File: config.mk
export PLATFORM = sky130hd
export DESIGN_NAME = fbe_cfg
export DESIGN_NICKNAME = d
export VERILOG_FILES = /design/src/sv/fbe_pkg.sv /design/src/sv/fbe_cfg.sv
export SDC_FILE = /design/constraint.sdc
export NUM_CORES = 1
export LEC_CHECK = 0
export ABC_AREA = 1
export ABC_CLOCK_PERIOD_IN_PS = 1100
export BUFFER_PORTS_ARGS = -buffer_cell sky130_fd_sc_hd__buf_2
export CAP_MARGIN = 20
export CORE_MARGIN = 4
export CORE_UTILIZATION = 45
export DETAILED_ROUTE_END_ITERATION = 6
export PLACE_DENSITY = 0.75
export SLEW_MARGIN = 20
export SYNTH_ARGS = -nofsm -noshare
export SYNTH_HDL_FRONTEND = slang
export SYNTH_SLANG_ARGS = --single-unit
File: constraint.sdc
create_clock -name i_clk -period 1.1 [get_ports i_clk]
set_input_delay 0 -clock i_clk [delete_from_list [all_inputs] [get_ports i_clk]]
set_output_delay 0 -clock i_clk [all_outputs]
set_load 0.1 [all_outputs]
File: src/sv/fbe_pkg.sv
// ----------------------------------------------------------------------------
// fbe_pkg
// Shared widths, register codes and types of the flush backpressure estimator.
// ----------------------------------------------------------------------------
package fbe_pkg;

    localparam int REQ_W      = 32;
    localparam int INT_W      = 32;
    localparam int BYTE_W     = 48;
    localparam int THR_W      = 32;
    localparam int CFG_ADDR_W = 5;
    localparam int CFG_DATA_W = 64;
    localparam int HALF_W     = BYTE_W / 2;
    localparam int PART_W     = HALF_W + INT_W;
    localparam int WIDE_W     = BYTE_W + INT_W;

    typedef enum logic [1:0] {
        REG_THRESHOLD   = 2'd0,
        REG_BYTE_BUDGET = 2'd1,
        REG_REQ_LIMIT   = 2'd2,
        REG_REQ_BYTES   = 2'd3
    } t_cfg_reg;

    typedef struct packed {
        logic [THR_W-1:0]  threshold;
        logic [BYTE_W-1:0] byte_budget;
        logic [THR_W-1:0]  req_limit;
        logic [BYTE_W-1:0] req_bytes;
    } t_cfg;

    typedef struct packed {
        logic              done;
        logic              flag;
        logic [INT_W-1:0]  ints;
    } t_side;

    typedef struct packed {
        t_side             side;
        logic [BYTE_W-1:0] bytes;
    } t_item;

endpackage

File: src/sv/fbe_cfg.sv
// ----------------------------------------------------------------------------
// fbe_cfg
// APB register file holding the four estimator settings.
// ----------------------------------------------------------------------------
module fbe_cfg (
    input  logic                           i_clk,
    input  logic                           i_rst_n,
    input  logic                           psel,
    input  logic                           penable,
    input  logic                           pwrite,
    input  logic [fbe_pkg::CFG_ADDR_W-1:0] paddr,
    input  logic [fbe_pkg::CFG_DATA_W-1:0] pwdata,
    output logic [fbe_pkg::CFG_DATA_W-1:0] prdata,
    output logic                           pready,
    output fbe_pkg::t_cfg                  o_cfg,
    output logic                           o_wr
);
    fbe_pkg::t_cfg     r_cfg;
    fbe_pkg::t_cfg_reg w_idx;
    logic              w_wr;

    assign w_idx  = fbe_pkg::t_cfg_reg'(paddr[4:3]);
    assign w_wr   = psel && penable && pwrite;
    assign pready = 1'b1;
    assign o_cfg  = r_cfg;
    assign o_wr   = w_wr;

    always_ff @(posedge i_clk) begin
        if (!i_rst_n) begin
            r_cfg <= '0;
        end else if (w_wr) begin
            case (w_idx)
                fbe_pkg::REG_THRESHOLD:   r_cfg.threshold   <= pwdata[31:0];
                fbe_pkg::REG_BYTE_BUDGET: r_cfg.byte_budget <= pwdata[47:0];
                fbe_pkg::REG_REQ_LIMIT:   r_cfg.req_limit   <= pwdata[31:0];
                fbe_pkg::REG_REQ_BYTES:   r_cfg.req_bytes   <= pwdata[47:0];
                default: ;
            endcase
        end
    end

    always_comb begin
        case (w_idx)
            fbe_pkg::REG_THRESHOLD:   prdata = {32'b0, r_cfg.threshold};
            fbe_pkg::REG_BYTE_BUDGET: prdata = {16'b0, r_cfg.byte_budget};
            fbe_pkg::REG_REQ_LIMIT:   prdata = {32'b0, r_cfg.req_limit};
            fbe_pkg::REG_REQ_BYTES:   prdata = {16'b0, r_cfg.req_bytes};
            default:                  prdata = '0;
        endcase
    end
endmodule

==> results_dict.tcl <==
set metrics [dict create \
    dp.final_hpwl_mm 18.0 \
    r2r_start "o_cfg[121]" \
    grt_pass1_vias 8678 \
    synth_compound_area_share_pct 1.88 \
    numCtsBuffers 17 \
    hp-start "pwrite" \
    synth_top_family_by_area "simple AND/OR/NAND/NOR gates" \
    finalSetupViolations 49 \
    finClkSkew_ps 0 \
    rsz0062_at_grt "yes" \
    totalWireLength_mm 31.2 \
    power_density_mw_per_mm2 1150 \
    synth.distinct_cells 17 \
    synthArstFlopShare_pct 0 \
    drive_gt1_share_pct 42.9 \
    yosys-top-cells-count "nor2_1, nand2_1, nand3_1" \
    r2r.worst_path.cells 3 \
    grt_max_degree 50 \
    synth_edf_count 0 \
    num_io_pins 300 \
    irDropWorstVdd_uv 1070 \
    cts_tree "yes" \
    gp_congestion 0.845 \
    cts.sinks 160 \
    drtIter0Drc 953 \
    start_util_pct 46.4 \
    grt_usage_pct 30.1 \
    seq_area_frac_synth_pct 43.0 \
    crit_path_end "prdata[14]" \
    cts_buffer_depth 2 \
    tns_ps -4140 \
    viasPerCell 5.44 \
    yosysTopAreaCell "dfxtp_1" \
    fin_ws_ps -164 \
    status "complete, but fails checks" \
    crit_start "o_cfg[14]" \
    max_freq_ghz 0.791 \
    crit_fanout 3 \
    yosysMostFrequentCell "nor2_1" \
    multiInputGateArea_mm2 0.00389 \
    drc 0 \
    cp-end-kind "output port" \
    num_rows 46 \
    hp-class "in2reg" \
    drv_slew 0 \
    yosys-top-cells-area "dfxtp_1, nor2_1, nand2_1" \
    violations "negative setup slack" \
    grt_pass1_wl_mm 44.8 \
    netlist_instances 1144 \
    synth-seq-cells 160 \
    required_ps 1100 \
    syn_area_mm2 0.00746 \
    startpoint_type "register" \
    crit_type "reg2out" \
    synth_top_area_share_pct 43.0 \
    fin_crit_ps 1260 \
    design.core.area_mm2 0.0161 \
    clock_latency_ps 420 \
    synthMuxAreaShare_pct 0 \
    seqCellArea_mm2 0.00374 \
    drv_cap 0 \
    reg2reg_to "o_cfg[121]" \
    synth_xor_area_share_pct 0 \
    fin_crit_sh_pct 115 \
    ctsHtreeMaxLevel 4 \
    fin_nets 1562 \
    syn-mean-instance-area_um2 6.52 \
    numPortBuffers 263 \
    hold_ws_ps 187 \
    largest_register_ffs 160 \
    synthSimpleGateAreaFrac_pct 45.0 \
    avgRoutedWirePerCell_um 18.2 \
    root_buffer "clkbuf_16" \
    power_leakage_nw 5.99 \
    rrSetupSlack_ps 320 \
    area_growth_pct 78.9 \
    clk_pin_slew_ps 60 \
    dieWidth_um 137 \
    synth_warnings 0 \
    grt_overflow 0 \
    synthFlopType "dfxtp_1" \
    die_h_um 137 \
    via_count 9351 \
    synthAdderAreaFrac_pct 0 \
    n_fill_cell 870 \
    antenna_left 0 \
    antenna_found_initial 1 \
    fp.dieArea_mm2 0.0187 \
    drt_first_pass_iters 6 \
    hold_violations 0 \
    arrival_ps 1260 \
]
[metrics by stage]
step / util, % / setup slack [ps] / instance area, um2 / power, mW / cells
2_1_floorplan: - / -445 / 8170 / 8.22 / 1159
3_3_place_gp: 69.4 / -23.0 / 11100 / 9.05 / 1588
3_5_place_dp: 69.4 / -41.1 / 11100 / 9.08 / 1588
4_1_cts: 80.0 / -128 / 12800 / 15.2 / 1696
5_1_grt: 83.1 / -209 / 13300 / 15.7 / 1718
6_report: 83.1 / -164 / 13300 / 15.3 / 1718
[cell type report]
type / instances / area share (%)
multi-input cells: 847 / 29.2
flip-flops and latches: 160 / 28.0
inverters: 52 / 1.47
clock inverters: 9 / 0.469
well taps: 216 / 2.03
clock buffers: 23 / 4.06
repair buffers: 410 / 34.8
diodes: 1 / 0.0188
[how the worst min path moves through the flow]
stage	to	slack, ps	depth (start not counted)
after floorplan	o_cfg[112]	230	4
after global placement	o_cfg[116]	320	5
after detailed placement	o_cfg[125]	340	5
after CTS	o_cfg[16]	150	7
after global routing	o_cfg[16]	210	7
final	o_cfg[16]	190	7
[critical path: stages, from the launching register on]
cell and delay [ps]:
dfxtp_4 350, nand2_1 80, nand4_1 190, buf_12 230
[power by group]
| part | internal, mW | switching (mW) | total (mW) |
|---|---|---|---|
| combinational | 1.05 | 2.51 | 3.56 |
| clock | 3.49 | 2.43 | 5.92 |
| sequential | 5.68 | 0.133 | 5.81 |
| total | 10.2 | 5.08 | 15.3 |
[cell usage in the layout, fill, tap and decap left out]
cell type	netlist	final
conb_1	2	17
nor2_2	4	1
diode_2	0	1
dfxtp_2	0	27
inv_2	4	3
buf_2	44	53
clkinv_4	0	2
inv_6	0	2
buf_8	0	10
buf_12	0	111
dfxtp_4	0	133
inv_4	0	2
dlygate4sd3_1	0	49
clkbuf_8	0	3
inv_1	48	48
buf_6	4	29
nor2_1	323	320
nand2_2	1	63
buf_4	25	158
a22o_4	0	16
nand3_1	161	161
nand4_1	32	32
clkinv_2	0	4
nor2_4	1	7
nand2_1	292	230
clkbuf_16	0	20
[metal layers]
layer,up-vias,GRT usage (%),routed length [um]
met1,4357,35.7,11300
met4,0,13.0,1110
met5,-,0,0
met2,628,51.8,15800
met3,111,7.35,3050
li1,4255,-,-
[repair_timing]
action | 4_1_cts | 5_1_grt
hold buffers | 49 | 0
pin swaps | 35 | 33
endpoints found under the setup margin | 175 | 76
buffers inserted | 27 | 21
gates resized for setup | 160 | 103
hold endpoints to repair | 153 | 0
[kinds of logic (layout without fill, tap and decap cells)]
logic type | Yosys count | after routing
other cells | 2 | 18
compound gates | 16 | 16
buf+inv | 152 | 494
flops | 160 | 160
simple gates | 814 | 814
(Power assumes the default switching activity.)
