--- src/sv/fbe_pkg.sv ---
// ----------------------------------------------------------------------------
// fbe_pkg
// Shared widths, register codes and types of the flush backpressure estimator.
// ----------------------------------------------------------------------------
package fbe_pkg;

    localparam int REQ_W      = 32;
    localparam int INT_W      = 32;
    localparam int BYTE_W     = 48;
    localparam int THR_W      = 32;
    localparam int CFG_ADDR_W = 5;
    localparam int CFG_DATA_W = 64;
    localparam int HALF_W     = BYTE_W / 2;
    localparam int PART_W     = HALF_W + INT_W;
    localparam int WIDE_W     = BYTE_W + INT_W;

    typedef enum logic [1:0] {
        REG_THRESHOLD   = 2'd0,
        REG_BYTE_BUDGET = 2'd1,
        REG_REQ_LIMIT   = 2'd2,
        REG_REQ_BYTES   = 2'd3
    } t_cfg_reg;

    typedef struct packed {
        logic [THR_W-1:0]  threshold;
        logic [BYTE_W-1:0] byte_budget;
        logic [THR_W-1:0]  req_limit;
        logic [BYTE_W-1:0] req_bytes;
    } t_cfg;

    typedef struct packed {
        logic              done;
        logic              flag;
        logic [INT_W-1:0]  ints;
    } t_side;

    typedef struct packed {
        t_side             side;
        logic [BYTE_W-1:0] bytes;
    } t_item;

endpackage

--- src/sv/fbe_if.sv ---
// ----------------------------------------------------------------------------
// fbe_in_if / fbe_out_if
// Valid/ready channels for input items and results.
// ----------------------------------------------------------------------------
interface fbe_in_if;
    logic                       valid;
    logic                       ready;
    logic [fbe_pkg::REQ_W-1:0]  pending_requests;
    logic [fbe_pkg::INT_W-1:0]  interval_count;
    logic [fbe_pkg::BYTE_W-1:0] cached_bytes;
    modport source (output valid, pending_requests, interval_count, cached_bytes,
                    input ready);
    modport sink (input valid, pending_requests, interval_count, cached_bytes,
                  output ready);
endinterface


--- src/sv/fbe_front.sv ---
// ----------------------------------------------------------------------------
// fbe_front
// Takes input transfers, marks trivial and byte-budget cases settled, queues all.
// ----------------------------------------------------------------------------
module fbe_front (
    input  logic           i_clk,
    input  logic           i_rst_n,
    input  fbe_pkg::t_cfg  i_cfg,
    input  logic           i_cfg_wr,
    fbe_in_if.sink         i_in,
    input  logic           i_full,
    output logic           o_push,
    output fbe_pkg::t_item o_item
);
    logic [fbe_pkg::PART_W-1:0] r_td_lo;
    logic [fbe_pkg::PART_W-1:0] r_td_hi;
    logic [fbe_pkg::WIDE_W-1:0] w_td;
    logic                       w_zero;
    logic                       w_hit;
    logic                       r_cfg_wr;

    // threshold * byte budget, in two partial products
    always_ff @(posedge i_clk) begin
        r_td_lo <= fbe_pkg::PART_W'(i_cfg.threshold) *
                   fbe_pkg::PART_W'(i_cfg.byte_budget[fbe_pkg::HALF_W-1:0]);
        r_td_hi <= fbe_pkg::PART_W'(i_cfg.threshold) *
                   fbe_pkg::PART_W'(i_cfg.byte_budget[fbe_pkg::BYTE_W-1:fbe_pkg::HALF_W]);
    end

    // products are registered and so lag a register write; hold input off meanwhile
    always_ff @(posedge i_clk) begin
        if (!i_rst_n) begin
            r_cfg_wr <= 1'b0;
        end else begin
            r_cfg_wr <= i_cfg_wr;
        end
    end

    assign w_td = {r_td_hi, {fbe_pkg::HALF_W{1'b0}}} + fbe_pkg::WIDE_W'(r_td_lo);

    assign w_zero = (i_cfg.threshold == '0) || (i_in.pending_requests <= i_cfg.threshold)
                 || (i_in.cached_bytes == '0) || (i_in.interval_count == '0);
    assign w_hit  = (i_cfg.byte_budget != '0)
                 && (fbe_pkg::WIDE_W'(i_in.cached_bytes) > w_td);

    assign i_in.ready      = !i_full && !r_cfg_wr;
    assign o_push          = i_in.valid && !i_full && !r_cfg_wr;
    assign o_item.side.done = w_zero || w_hit || (i_cfg.req_limit == '0);
    assign o_item.side.flag = !w_zero && w_hit;
    assign o_item.side.ints = i_in.interval_count;
    assign o_item.bytes     = i_in.cached_bytes;
endmodule

--- src/flat_wrapper.sv ---
// flat-port wrapper written by rule: the top's interface ports become plain ports
module fbe_front_flat 
  (i_clk, i_rst_n, i_cfg, i_cfg_wr, i_full, o_push, o_item, i_in_valid, i_in_pending_requests, i_in_interval_count, i_in_cached_bytes, i_in_ready);
  fbe_in_if i_in_i ();
  input  logic i_clk;
  input  logic i_rst_n;
  input  fbe_pkg::t_cfg i_cfg;
  input  logic i_cfg_wr;
  input  logic i_full;
  output logic o_push;
  output fbe_pkg::t_item o_item;
  input wire logic [$bits(i_in_i.valid)-1:0] i_in_valid;
  input wire logic [$bits(i_in_i.pending_requests)-1:0] i_in_pending_requests;
  input wire logic [$bits(i_in_i.interval_count)-1:0] i_in_interval_count;
  input wire logic [$bits(i_in_i.cached_bytes)-1:0] i_in_cached_bytes;
  output wire logic [$bits(i_in_i.ready)-1:0] i_in_ready;
  assign i_in_i.valid = i_in_valid;
  assign i_in_i.pending_requests = i_in_pending_requests;
  assign i_in_i.interval_count = i_in_interval_count;
  assign i_in_i.cached_bytes = i_in_cached_bytes;
  assign i_in_ready = i_in_i.ready;
  fbe_front u_core (.i_clk(i_clk), .i_rst_n(i_rst_n), .i_cfg(i_cfg), .i_cfg_wr(i_cfg_wr), .i_in(i_in_i), .i_full(i_full), .o_push(o_push), .o_item(o_item));
endmodule
--- config.mk ---
export PLATFORM = sky130hd
export DESIGN_NAME = fbe_front_flat
export DESIGN_NICKNAME = d
export VERILOG_FILES = /design/src/sv/fbe_pkg.sv /design/src/sv/fbe_if.sv /design/src/sv/fbe_front.sv /design/src/flat_wrapper.sv
export SDC_FILE = /design/constraint.sdc
export NUM_CORES = 2
export LEC_CHECK = 0
export ABC_AREA = 1
export BUFFER_PORTS_ARGS = -buffer_cell sky130_fd_sc_hd__buf_2
export CELL_PAD_IN_SITES_DETAIL_PLACEMENT = 1
export CELL_PAD_IN_SITES_GLOBAL_PLACEMENT = 2
export CORE_MARGIN = 2
export CORE_UTILIZATION = 38
export DETAILED_ROUTE_END_ITERATION = 12
export PLACE_DENSITY_LB_ADDON = 0.3
export SETUP_SLACK_MARGIN = 0.5
export SLEW_MARGIN = 20
export SYNTH_ARGS = -nofsm -noshare
export SYNTH_HDL_FRONTEND = slang
export SYNTH_SLANG_ARGS = --single-unit
export TNS_END_PERCENT = 30
--- constraint.sdc ---
create_clock -name i_clk -period 9.48 [get_ports i_clk]
set_input_delay 1.422 -clock i_clk [delete_from_list [all_inputs] [get_ports i_clk]]
set_output_delay 1.422 -clock i_clk [all_outputs]
set_load 0.01 [all_outputs]
==> results.md <==
- HPWL after DPL: 173000 µm
- Synth area leaders: fa_1, inv_1, nand2_1
- Die X: between 400 and 500 µm
- Crit-path max FO: 27
- Max cap viols: 0
- Worst path bufs/invs: 8
- Worst slew pin tran: roughly 1.2 ns
- Clock tree buffer depth: 2
- Core ar.: roughly 160000 µm²
- Vias: 50000
- Seq/Total Area, Yosys: 3.74%
- GR peak layer: met2
- DRC: 0
- Die Ht: slightly above 400 µm
- CP startpoint: i_cfg[151]
- Ys flop type: dfxtp_1
- Grt met2 use: 45.4%
- Met1 Use GR: 36.0%
- Initial antenna violation count: 7
- Post-CTS Hold Fix Bufs: 0
- Startpoint types: primary input
- Worst EP arrival: between 8 and 9 ns
- M3 GR Usage: around 2.6%
- Status: finished, final reports clean
- Post-Syn Area: between 60000 and 70000 µm²
- Clock Sink Count: 113
- Clock transition at path regs: about 0.060 ns
- Vias per cell: between 4 and 5
- CP top delay family: adder cells
- Crit Path Category: in -> reg
- DR WL/cell: around 20 µm
- Leading area contributor after synthesis: fa_1
- Yosys reg bits: 113
- Synth top area share: around 44%
- RSZ-0062 raised after global routing: false
- Gpl congestion: 0.892
- Place WS: 0.736 ns
- Final TNS setup: 0 ns
- Placement Rows: approximately 150
- Syn Inst Count: ~8000
- Final hold violation count: 0
- Highest clock rate: approximately 120 MHz
- Nets: 10200
- Crit-path most repeated cell: fa_1
- Number of global-route vias before repair: roughly 57000
- Fraction of registers with async set/reset: 0%
- Starting Density: between 30% and 40%
- WL final: roughly 210000 µm
- Die ar.: about 160000 µm²
- Setup-failing EPs final: 0
- Netlist cell types: 53
- EDFF count, synth: 0
- Antenna cell count: 0
- Mean post-synth cell area: between 7 and 8 µm²
- Top Ports: between 300 and 400
- YS warnings: 0
- Slew headroom: 23.1%
- Period utilization: between 80% and 90%
- Hold Path Class: in -> reg
- Cells resized by post-CTS repair: 0
- Pin count of the biggest net entering global routing: around 50
- Cell at the root of the clock tree: clkbuf_16
- Mapped Nets: ~10000
- Detailed Routing Iterations Pass 1: 5
- GRT Util Overall: roughly a quarter
- Critical Path Sink Type: flop
- DRT antenna net count: 0
- Initial drt markers: between 2000 and 3000
- Gr ovfl total: 0
- Share of layout cells above drive strength 1: between 6 and 7%
- IO Port Bufs: approximately 310
- Post CTS Setup Buffer Count: 0
- Global-route wire length before repair: approximately 330000 µm
- Final worst slack: around 1.1 ns
- Final slew viol count: 0
- CP max stage delay: 0.76 ns
- Min-delay src: i_cfg_wr
- CTS tree: built
- Fin crit period: approximately 8.3 ns
- Area Growth Syn to Fin: 6.18%
- CTS Buf Count: 17
- # H-tree levels: 4
- Crit-path slowest cell: buf_2
- Critical Path RT: 9.85 ns
kinds of logic after synthesis:
| family | synth area share [%] |
|---|---|
| simple gates | 17.6 |
| xor+xnor | 1.87 |
| buf+inv | 19.7 |
| flops | 3.74 |
| fa+ha+maj | 53.5 |
| compound gates | 3.61 |
sequential cells by signal, summed over array words and instances (netlist names):
signal / cells
u_core.r_td_hi: 56
u_core.r_td_lo: 56
u_core.r_cfg_wr: 1
final timing paths:
check	cells past startpoint	slack, ns	to
worst min-delay path	3	1.17	u_core.r_cfg_wr$_SDFF_PN0_
worst max-delay path	26	1.13	u_core.r_td_hi[55]$_DFF_P_
cells in the mapped netlist (17+ instances only):
master    count
a21oi_1     188
o21ai_0      82
inv_1      2609
buf_4        80
buf_1        21
xnor2_1      55
a31oi_1      26
ha_1        476
o21a_1       17
nor4_1       45
dfxtp_1     113
nor2_1      265
nand2_1    2159
fa_1       1317
xor2_1       74
clkbuf_1    362
nor3_1       23
nand3_1     105
nand4_1      39
per-layer routing:
metal | vias up | wire length (µm)
li1 | 22800 | -
met4 | 8 | 4790
met1 | 25900 | 93500
met3 | 205 | 9760
met5 | - | 43
met2 | 1100 | 99600
per-stage QoR:
step | utilization [%] | cells | hold slack, ns | instance area (µm²)
after floorplan | - | 8189 | 1.52 | 60400
after global placement | 40.2 | 10200 | 1.61 | 63500
after detailed placement | 40.2 | 10200 | 1.61 | 63500
after CTS | 40.5 | 10200 | 1.15 | 64100
after global routing | 40.5 | 10200 | 1.17 | 64100
final | 40.5 | 10200 | 1.17 | 64100
worst min-delay path: stages:
cell and delay (ns):
buf_2 0.07, nand2_1 0.04, inv_1 0.04
final cells by class:
class	count	area [µm²]
Clock buffer	18	439
Clock inverter	13	163
Fill cell	19800	94100
Inverter	2617	9820
Multi-Input combinational cell	4994	46300
Sequential cell	113	2260
Tap cell	2072	2590
Timing Repair Buffer	420	2570
cell usage in the layout, fill, tap and decap left out, types with 39 or more instances in the layout:
cell type / count
buf_4: 92
inv_1: 2609
nand3_1: 105
buf_2: 312
fa_1: 1317
nand2_1: 2159
nor2_1: 265
a21oi_1: 188
nand4_1: 39
nor4_1: 44
xnor2_1: 55
xor2_1: 74
ha_1: 476
o21ai_0: 82
dfxtp_1: 113
Power is not shown: default switching activity piles up to over one toggle a cycle in this logic, so the estimate is an artifact.
