<file path="config.mk">
export PLATFORM = sky130hd
export DESIGN_NAME = fbe_queue
export DESIGN_NICKNAME = d
export VERILOG_FILES = /design/src/sv/fbe_pkg.sv /design/src/sv/fbe_queue.sv
export SDC_FILE = /design/constraint.sdc
export NUM_CORES = 1
export LEC_CHECK = 0
export ABC_AREA = 1
export BUFFER_PORTS_ARGS = -buffer_cell sky130_fd_sc_hd__buf_2
export CAP_MARGIN = 10
export CORE_MARGIN = 2
export CORE_UTILIZATION = 40
export CTS_CLUSTER_DIAMETER = 200
export CTS_CLUSTER_SIZE = 24
export DETAILED_ROUTE_END_ITERATION = 7
export GPL_ROUTABILITY_DRIVEN = 1
export SYNTH_ARGS = -nofsm -noshare
export SYNTH_HDL_FRONTEND = slang
export SYNTH_SLANG_ARGS = --single-unit
</file>
<file path="constraint.sdc">
create_clock -name i_clk -period 7.6 [get_ports i_clk]
set_input_delay 0.76 -clock i_clk [delete_from_list [all_inputs] [get_ports i_clk]]
set_output_delay 0.76 -clock i_clk [all_outputs]
set_load 0.02 [all_outputs]
</file>
<file path="src/sv/fbe_pkg.sv">
// ----------------------------------------------------------------------------
// fbe_pkg
// Shared widths, register codes and types of the flush backpressure estimator.
// ----------------------------------------------------------------------------
package fbe_pkg;

    localparam int REQ_W      = 32;
    localparam int INT_W      = 32;
    localparam int BYTE_W     = 48;
    localparam int THR_W      = 32;
    localparam int CFG_ADDR_W = 5;
    localparam int CFG_DATA_W = 64;
    localparam int HALF_W     = BYTE_W / 2;
    localparam int PART_W     = HALF_W + INT_W;
    localparam int WIDE_W     = BYTE_W + INT_W;

    typedef enum logic [1:0] {
        REG_THRESHOLD   = 2'd0,
        REG_BYTE_BUDGET = 2'd1,
        REG_REQ_LIMIT   = 2'd2,
        REG_REQ_BYTES   = 2'd3
    } t_cfg_reg;

    typedef struct packed {
        logic [THR_W-1:0]  threshold;
        logic [BYTE_W-1:0] byte_budget;
        logic [THR_W-1:0]  req_limit;
        logic [BYTE_W-1:0] req_bytes;
    } t_cfg;

    typedef struct packed {
        logic              done;
        logic              flag;
        logic [INT_W-1:0]  ints;
    } t_side;

    typedef struct packed {
        t_side             side;
        logic [BYTE_W-1:0] bytes;
    } t_item;

endpackage

</file>
<file path="src/sv/fbe_queue.sv">
// ----------------------------------------------------------------------------
// fbe_queue
// Two-entry queue between the classifier and the divider pipeline.
// ----------------------------------------------------------------------------
module fbe_queue (
    input  logic           i_clk,
    input  logic           i_rst_n,
    input  logic           i_push,
    input  fbe_pkg::t_item i_data,
    output logic           o_full,
    input  logic           i_pop,
    output logic           o_valid,
    output fbe_pkg::t_item o_data
);
    fbe_pkg::t_item r_mem [2];
    logic           r_wp;
    logic           r_rp;
    logic [1:0]     r_cnt;

    assign o_full  = r_cnt[1];
    assign o_valid = (r_cnt != 2'd0);
    assign o_data  = r_mem[r_rp];

    always_ff @(posedge i_clk) begin
        if (i_push) begin
            r_mem[r_wp] <= i_data;
        end
    end

    always_ff @(posedge i_clk) begin
        if (!i_rst_n) begin
            r_wp  <= 1'b0;
            r_rp  <= 1'b0;
            r_cnt <= 2'd0;
        end else begin
            if (i_push) begin
                r_wp <= !r_wp;
            end
            if (i_pop) begin
                r_rp <= !r_rp;
            end
            r_cnt <= r_cnt + {1'b0, i_push} - {1'b0, i_pop};
        end
    end

    a_no_overflow: assert property (@(posedge i_clk) disable iff (!i_rst_n)
        i_push |-> !o_full || i_pop) else $error("queue overflow");
    a_no_underflow: assert property (@(posedge i_clk) disable iff (!i_rst_n)
        i_pop |-> o_valid) else $error("queue underflow");
    a_cnt_range: assert property (@(posedge i_clk) disable iff (!i_rst_n)
        r_cnt != 2'd3) else $error("queue count out of range");
endmodule

</file>
==> results.yml, run 1 <==
hold_path:
  hp-start: "i_data[81]"
  hold_end: "r_mem[0][81]$_DFFE_PP_"
  holdPathStages: 1
  hp-class: "in -> reg"
clock_tree:
  clock_latency_ns: 0.42
  cts_buffer_depth: 2
  numCtsBuffers: 17
  post_cts_buffers: 0
  cts_hold_buf: 0
  cts_tree: "yes"
  clock_sinks: 169
  post_cts_resized: 0
  h-tree-depth: 4
  cts_root_buf: "clkbuf_16"
  clkTransAtPathRegs_ns: 0.06
sta:
  rsz0062_at_grt: "no"
  worst_pin_slew_ns: 0.938
  setup_ws_ns: 4.18
  report.final.slew_viol_count: 0
  fin_tns_setup_ns: 0
  skew_ns: 0.00689
  fmax_mhz: 292
  period_share_pct: 45.0
  hold_violations: 0
  max_slew_margin_pct: 37.5
  fin_crit_ns: 3.42
  setup_viol: 0
layout:
  nets: 558
  fillers: 1355
  drive_gt1_share_pct: 58.6
  antennaDiodeCount: 0
  final_common_cell: "buf_2"
  postLayoutCoreUtil_pct: 50.6
  syn_to_final_growth_pct: 23.3
  final_cell_mix: "buf_2 (169), edfxtp_1 (164), mux2_4 (80)"
detailed_routing:
  drt-total-wl_um: 11200
  drc: 0
  postRouteAntennaNets: 0
  drt_iter0_markers: 145
  via_count: 3169
  avgViaCountPerCell: 4.55
  drt-wirelength-per-cell_um: 16.1
  drtPass1Iterations: 4
power_and_ir_drop:
  comb_power_share_pct: 11.3
  p_int_mw: 1.66
  max-vdd-ir-drop_mv: 0.137
  powerDensity_nw_per_um2: 265
  leakage_nw: 3.23
  switchingPower_mw: 0.471
  swShare_pct: 22.0
  clkPwrFrac_pct: 37.3
  p_seq_share_pct: 51.5
worst_setup_path:
  cp_slowest_cell: "buf_4"
  path_delay_family: "buffers and inverters"
  worstReg2RegStart: "r_wp$_SDFFE_PN0P_"
  crit_arrival_ns: 2.66
  cp-start-kind: "register"
  r2r_setup_slack_ns: 5.56
  crit_path_max_fanout: 48
  required_ns: 6.84
  crit_chain: "buf_4 > mux2_2 > buf_2"
  r2r-end: "r_mem[1][43]$_DFFE_PP_"
  endpoint_kind: "output port"
  reg2reg_depth: 3
  critical_path_buf_inv_count: 2
  path_class: "reg -> out"
  cpPeakStageDelay_ns: 0.79
synth:
  postSynthAreaPerCell_um2: 22.8
  synthCells: 287
  synth-seq-cells: 169
  synth_top_area_cell: "edfxtp_1"
  synth_top_cell_area_share_pct: 75.3
  yosys_warnings: 0
  synth.distinct_cells: 12
  seq_area_frac_synth_pct: 76.8
  syn-cell-area_um2: 6540
  syn_nets: 375
  synth.area.top_cells: "edfxtp_1 (75%), mux2_4 (18%), buf_12 (2.4%)"
die:
  rows: 46
  fp.dieH_um: 132
  core_area_um2: 15900
  start_util_pct: 41.0
  ioPinCount: 170
  floorplan.die_area_um2: 17400
  die_x_um: 132
place:
  dpl.hpwl_um: 7370
  io_buffers: 169
  pre_cts_slack_ns: 4.56
  place_congestion: 0.651
flow_run:
  cap_violations: 0
grt:
  grt_antenna_before_repair: 0
  grt_pass1_wl_um: 17700
  grt_max_degree: 49
  gr-total-overflow: 0
  grt_pass1_vias: 3393
  track_usage_pct: 13.4
outcome:
  status: "finished, final reports clean"
worst register-to-register path, delay by kind of cell, from the launching register on:
family	cells	cell delay (ns)
flops	1	0.39
simple gates	1	0.11
buf+inv	2	1.15
cell families (layout without fill, tap and decap cells):
| family | count (synthesis) | after routing | share of synthesized area (%) |
|---|---|---|---|
| muxes | 82 | 82 | 18.7 |
| and+or+nand+nor | 17 | 17 | 0.995 |
| DFF | 169 | 169 | 76.8 |
| adders and majority gates | 2 | 2 | 0.382 |
| buffers and inverters | 16 | 210 | 3.02 |
| AOI/OAI and AO/OA | 1 | 1 | 0.0764 |
registers in the layout, indices dropped and copies added, names as in the netlist, named ones only:
signal / count
r_mem: 164
r_cnt: 2
r_rp: 1
r_wp: 1
final cells by class:
type | instances | area, µm² | share of cell area (%)
clock buffer | 20 | 437 | 5.41
multi-input combinational | 102 | 1330 | 16.4
tap | 216 | 270 | 3.35
clock inverter | 10 | 103 | 1.27
sequential | 169 | 5030 | 62.3
timing repair buffer | 173 | 876 | 10.9
inverter | 7 | 27.5 | 0.341
power by group through the flow:
stage	clock network, mW	logic [mW]	registers [mW]
after floorplan	0	0.178	1.11
after global placement	0	0.241	1.12
after detailed placement	0	0.245	1.12
after CTS	0.816	0.246	1.10
after global routing	0.853	0.259	1.10
final	0.795	0.241	1.10
cell usage after synthesis (all sizes together):
master,n
dfxtp,5
inv,7
a21oi,1
nand3,1
mux2,82
nor2,7
buf,9
ha,2
edfxtp,164
nand2,9
layer usage:
| layer | GRT usage (%) | share of wire, % | wire [µm] | vias up |
|---|---|---|---|---|
| met5 | 0 | 0 | 0 | - |
| met4 | 5.62 | 1.6 | 183 | 0 |
| met3 | 5.46 | 7.1 | 801 | 20 |
| met2 | 22.0 | 48 | 5410 | 119 |
| met1 | 15.7 | 43 | 4830 | 1549 |
| li1 | - | - | - | 1481 |
through the flow:
stage               hold WS [ns]  total power, mW  std cells  instance area [µm²]
global route               0.501             2.22        697                 8070
detailed placement         0.533             1.36        667                 7530
floorplan                  0.463             1.29        287                 6540
finish                     0.527             2.13        697                 8070
global placement           0.479             1.36        667                 7530
CTS                        0.505             2.16        697                 8070
worst max path at each step:
| stage | from | endpoint | slack, ns | cells after the start |
|---|---|---|---|---|
| 2_1_floorplan | i_push | r_mem[0][0]$_DFFE_PP_ | 2.84 | 2 |
| 3_3_place_gp | register | o_data[0] | 4.61 | 3 |
| 3_5_place_dp | register | o_data[0] | 4.56 | 3 |
| 4_1_cts | register | o_data[0] | 4.12 | 3 |
| 5_1_grt | register | o_data[0] | 4.02 | 3 |
| 6_report | register | o_data[0] | 4.18 | 3 |
Note: power is estimated with default switching activity, not from simulation.
==> inputs of run 2 (changes only) <==
Settings changed: PLACE_DENSITY set to 0.66.
Clock period 7.6 ns to 2.8 ns, I/O delays scaled along.
==> run 2 against run 1 <==
Against the previous run: via count is 1.1% lower; cell area hardly changed; sequential cell count stayed put; clock power is 150% higher; clock skew is 0.0043 ns lower; combinational power grew to 2.8 times the previous value; largest cell class unchanged; largest power group unchanged.
==> results.yml, run 2 (same netlist as run 1, synthesis figures left out) <==
sta:
  rsz0062_at_grt: "no"
  fmax_mhz: 447
  setup_viol: 0
  fin_tns_setup_ns: 0
  max_slew_margin_pct: 60.9
  report.final.slew_viol_count: 0
  holdWs_ns: 0.0518
  worst_pin_slew_ns: 0.586
  hold_violations: 0
  fin_crit_ns: 2.24
  period_share_pct: 79.9
  skew_ns: 0.00263
grt:
  grt_max_degree: 44
  grt_pass1_vias: 3394
  gr-total-overflow: 0
  grt_pass1_wl_um: 17300
  track_usage_pct: 13.2
  grt_antenna_before_repair: 0
clock_tree:
  cts_tree: "yes"
  clkTransAtPathRegs_ns: 0.06
  post_cts_resized: 0
  clock_latency_ns: 0.41
  cts_hold_buf: 0
  cts_root_buf: "clkbuf_16"
  cts_buffer_depth: 2
  clock_sinks: 169
  numCtsBuffers: 17
  post_cts_buffers: 0
  h-tree-depth: 4
layout:
  nets: 560
  largest_register: "r_mem"
  reg_top3: "r_mem: 164 flops, r_cnt: 2 flops"
  drive_gt1_share_pct: 59.3
  final_cell_mix: "buf_2 (169), edfxtp_1 (164), mux2_4 (80)"
  syn_to_final_growth_pct: 23.4
  antennaDiodeCount: 0
  largest_reg_flops: 164
  fillers: 1342
  final_common_cell: "buf_2"
die:
  die_x_um: 132
  rows: 46
  floorplan.die_area_um2: 17400
  core_area_um2: 15900
  fp.dieH_um: 132
  start_util_pct: 41.0
  ioPinCount: 170
worst_setup_path:
  endpoint_kind: "output port"
  crit_end: "o_data[22]"
  required_ns: 2.52
  r2r_setup_slack_ns: 1.18
  crit_arrival_ns: 1.96
  crit_path_max_fanout: 32
  r2r-end: "r_mem[1][62]$_DFFE_PP_"
  path_class: "reg -> out"
  cp-start-kind: "register"
  reg2reg_depth: 3
  worstReg2RegStart: "r_wp$_SDFFE_PN0P_"
power_and_ir_drop:
  max-vdd-ir-drop_mv: 0.456
  total_power_mw: 5.62
  powerDensity_nw_per_um2: 696
  leakage_nw: 3.23
detailed_routing:
  postRouteAntennaNets: 0
  avgViaCountPerCell: 4.49
  drt-wirelength-per-cell_um: 16.0
  drt_iter0_markers: 103
  drtPass1Iterations: 4
  drc: 0
  via_count: 3134
  drt-total-wl_um: 11100
place:
  place_congestion: 0.709
  dpl.hpwl_um: 7540
  io_buffers: 169
hold_path:
  hp-class: "in -> reg"
flow_run:
  cap_violations: 0
outcome:
  status: "finished, final reports clean"
run 2: area by class of cell:
class	count	area [µm²]	area share, %
clock buffer	19	433	5.36
timing repair buffer	175	928	11.5
inverter	7	27.5	0.341
sequential	169	5030	62.3
clock inverter	10	58.8	0.728
multi-input combinational	102	1330	16.4
tap	216	270	3.35
run 2: per-layer routing:
metal / wire length [µm] / vias up / GRT usage, %
met5: 0 / - / 0
met4: 197 / 0 / 5.80
met3: 873 / 15 / 5.77
met2: 5630 / 112 / 22.4
met1: 4440 / 1527 / 14.3
li1: - / 1480 / -
run 2: through the flow:
step                      util, %  std cells  setup slack, ns  instance area (µm²)
after global placement       47.6        669            0.982                 7580
after floorplan                 -        287            0.309                 6550
after global routing         50.6        698            0.467                 8070
after CTS                    50.6        698            0.506                 8070
final                        50.6        698            0.563                 8070
after detailed placement     47.6        669            0.966                 7580
run 2: worst min-delay path by stage:
stage                    start                     end  slack (ns)  depth (start not counted)
global route        i_data[78]  r_mem[1][78]$_DFFE_PP_        0.03                          1
CTS                 i_data[81]  r_mem[1][81]$_DFFE_PP_        0.02                          1
floorplan              i_rst_n     r_cnt[0]$_SDFF_PN0_        0.37                          2
detailed placement  i_data[81]  r_mem[1][81]$_DFFE_PP_        0.47                          1
global placement    i_data[35]  r_mem[0][35]$_DFFE_PP_        0.47                          1
finish              i_data[78]  r_mem[1][78]$_DFFE_PP_        0.05                          1
run 2: where the power goes:
part	switching [mW]	leakage (nW)	internal, mW
logic	0.359	1.41	0.305
clock network	0.871	0.234	1.10
registers	0.0505	1.58	2.93
total	1.28	3.23	4.34
run 2: critical path, stage by stage, from the launching register on:
cell	delay (ns)
dfxtp_4	0.69
buf_12	0.32
mux2_4	0.33
buf_2	0.16
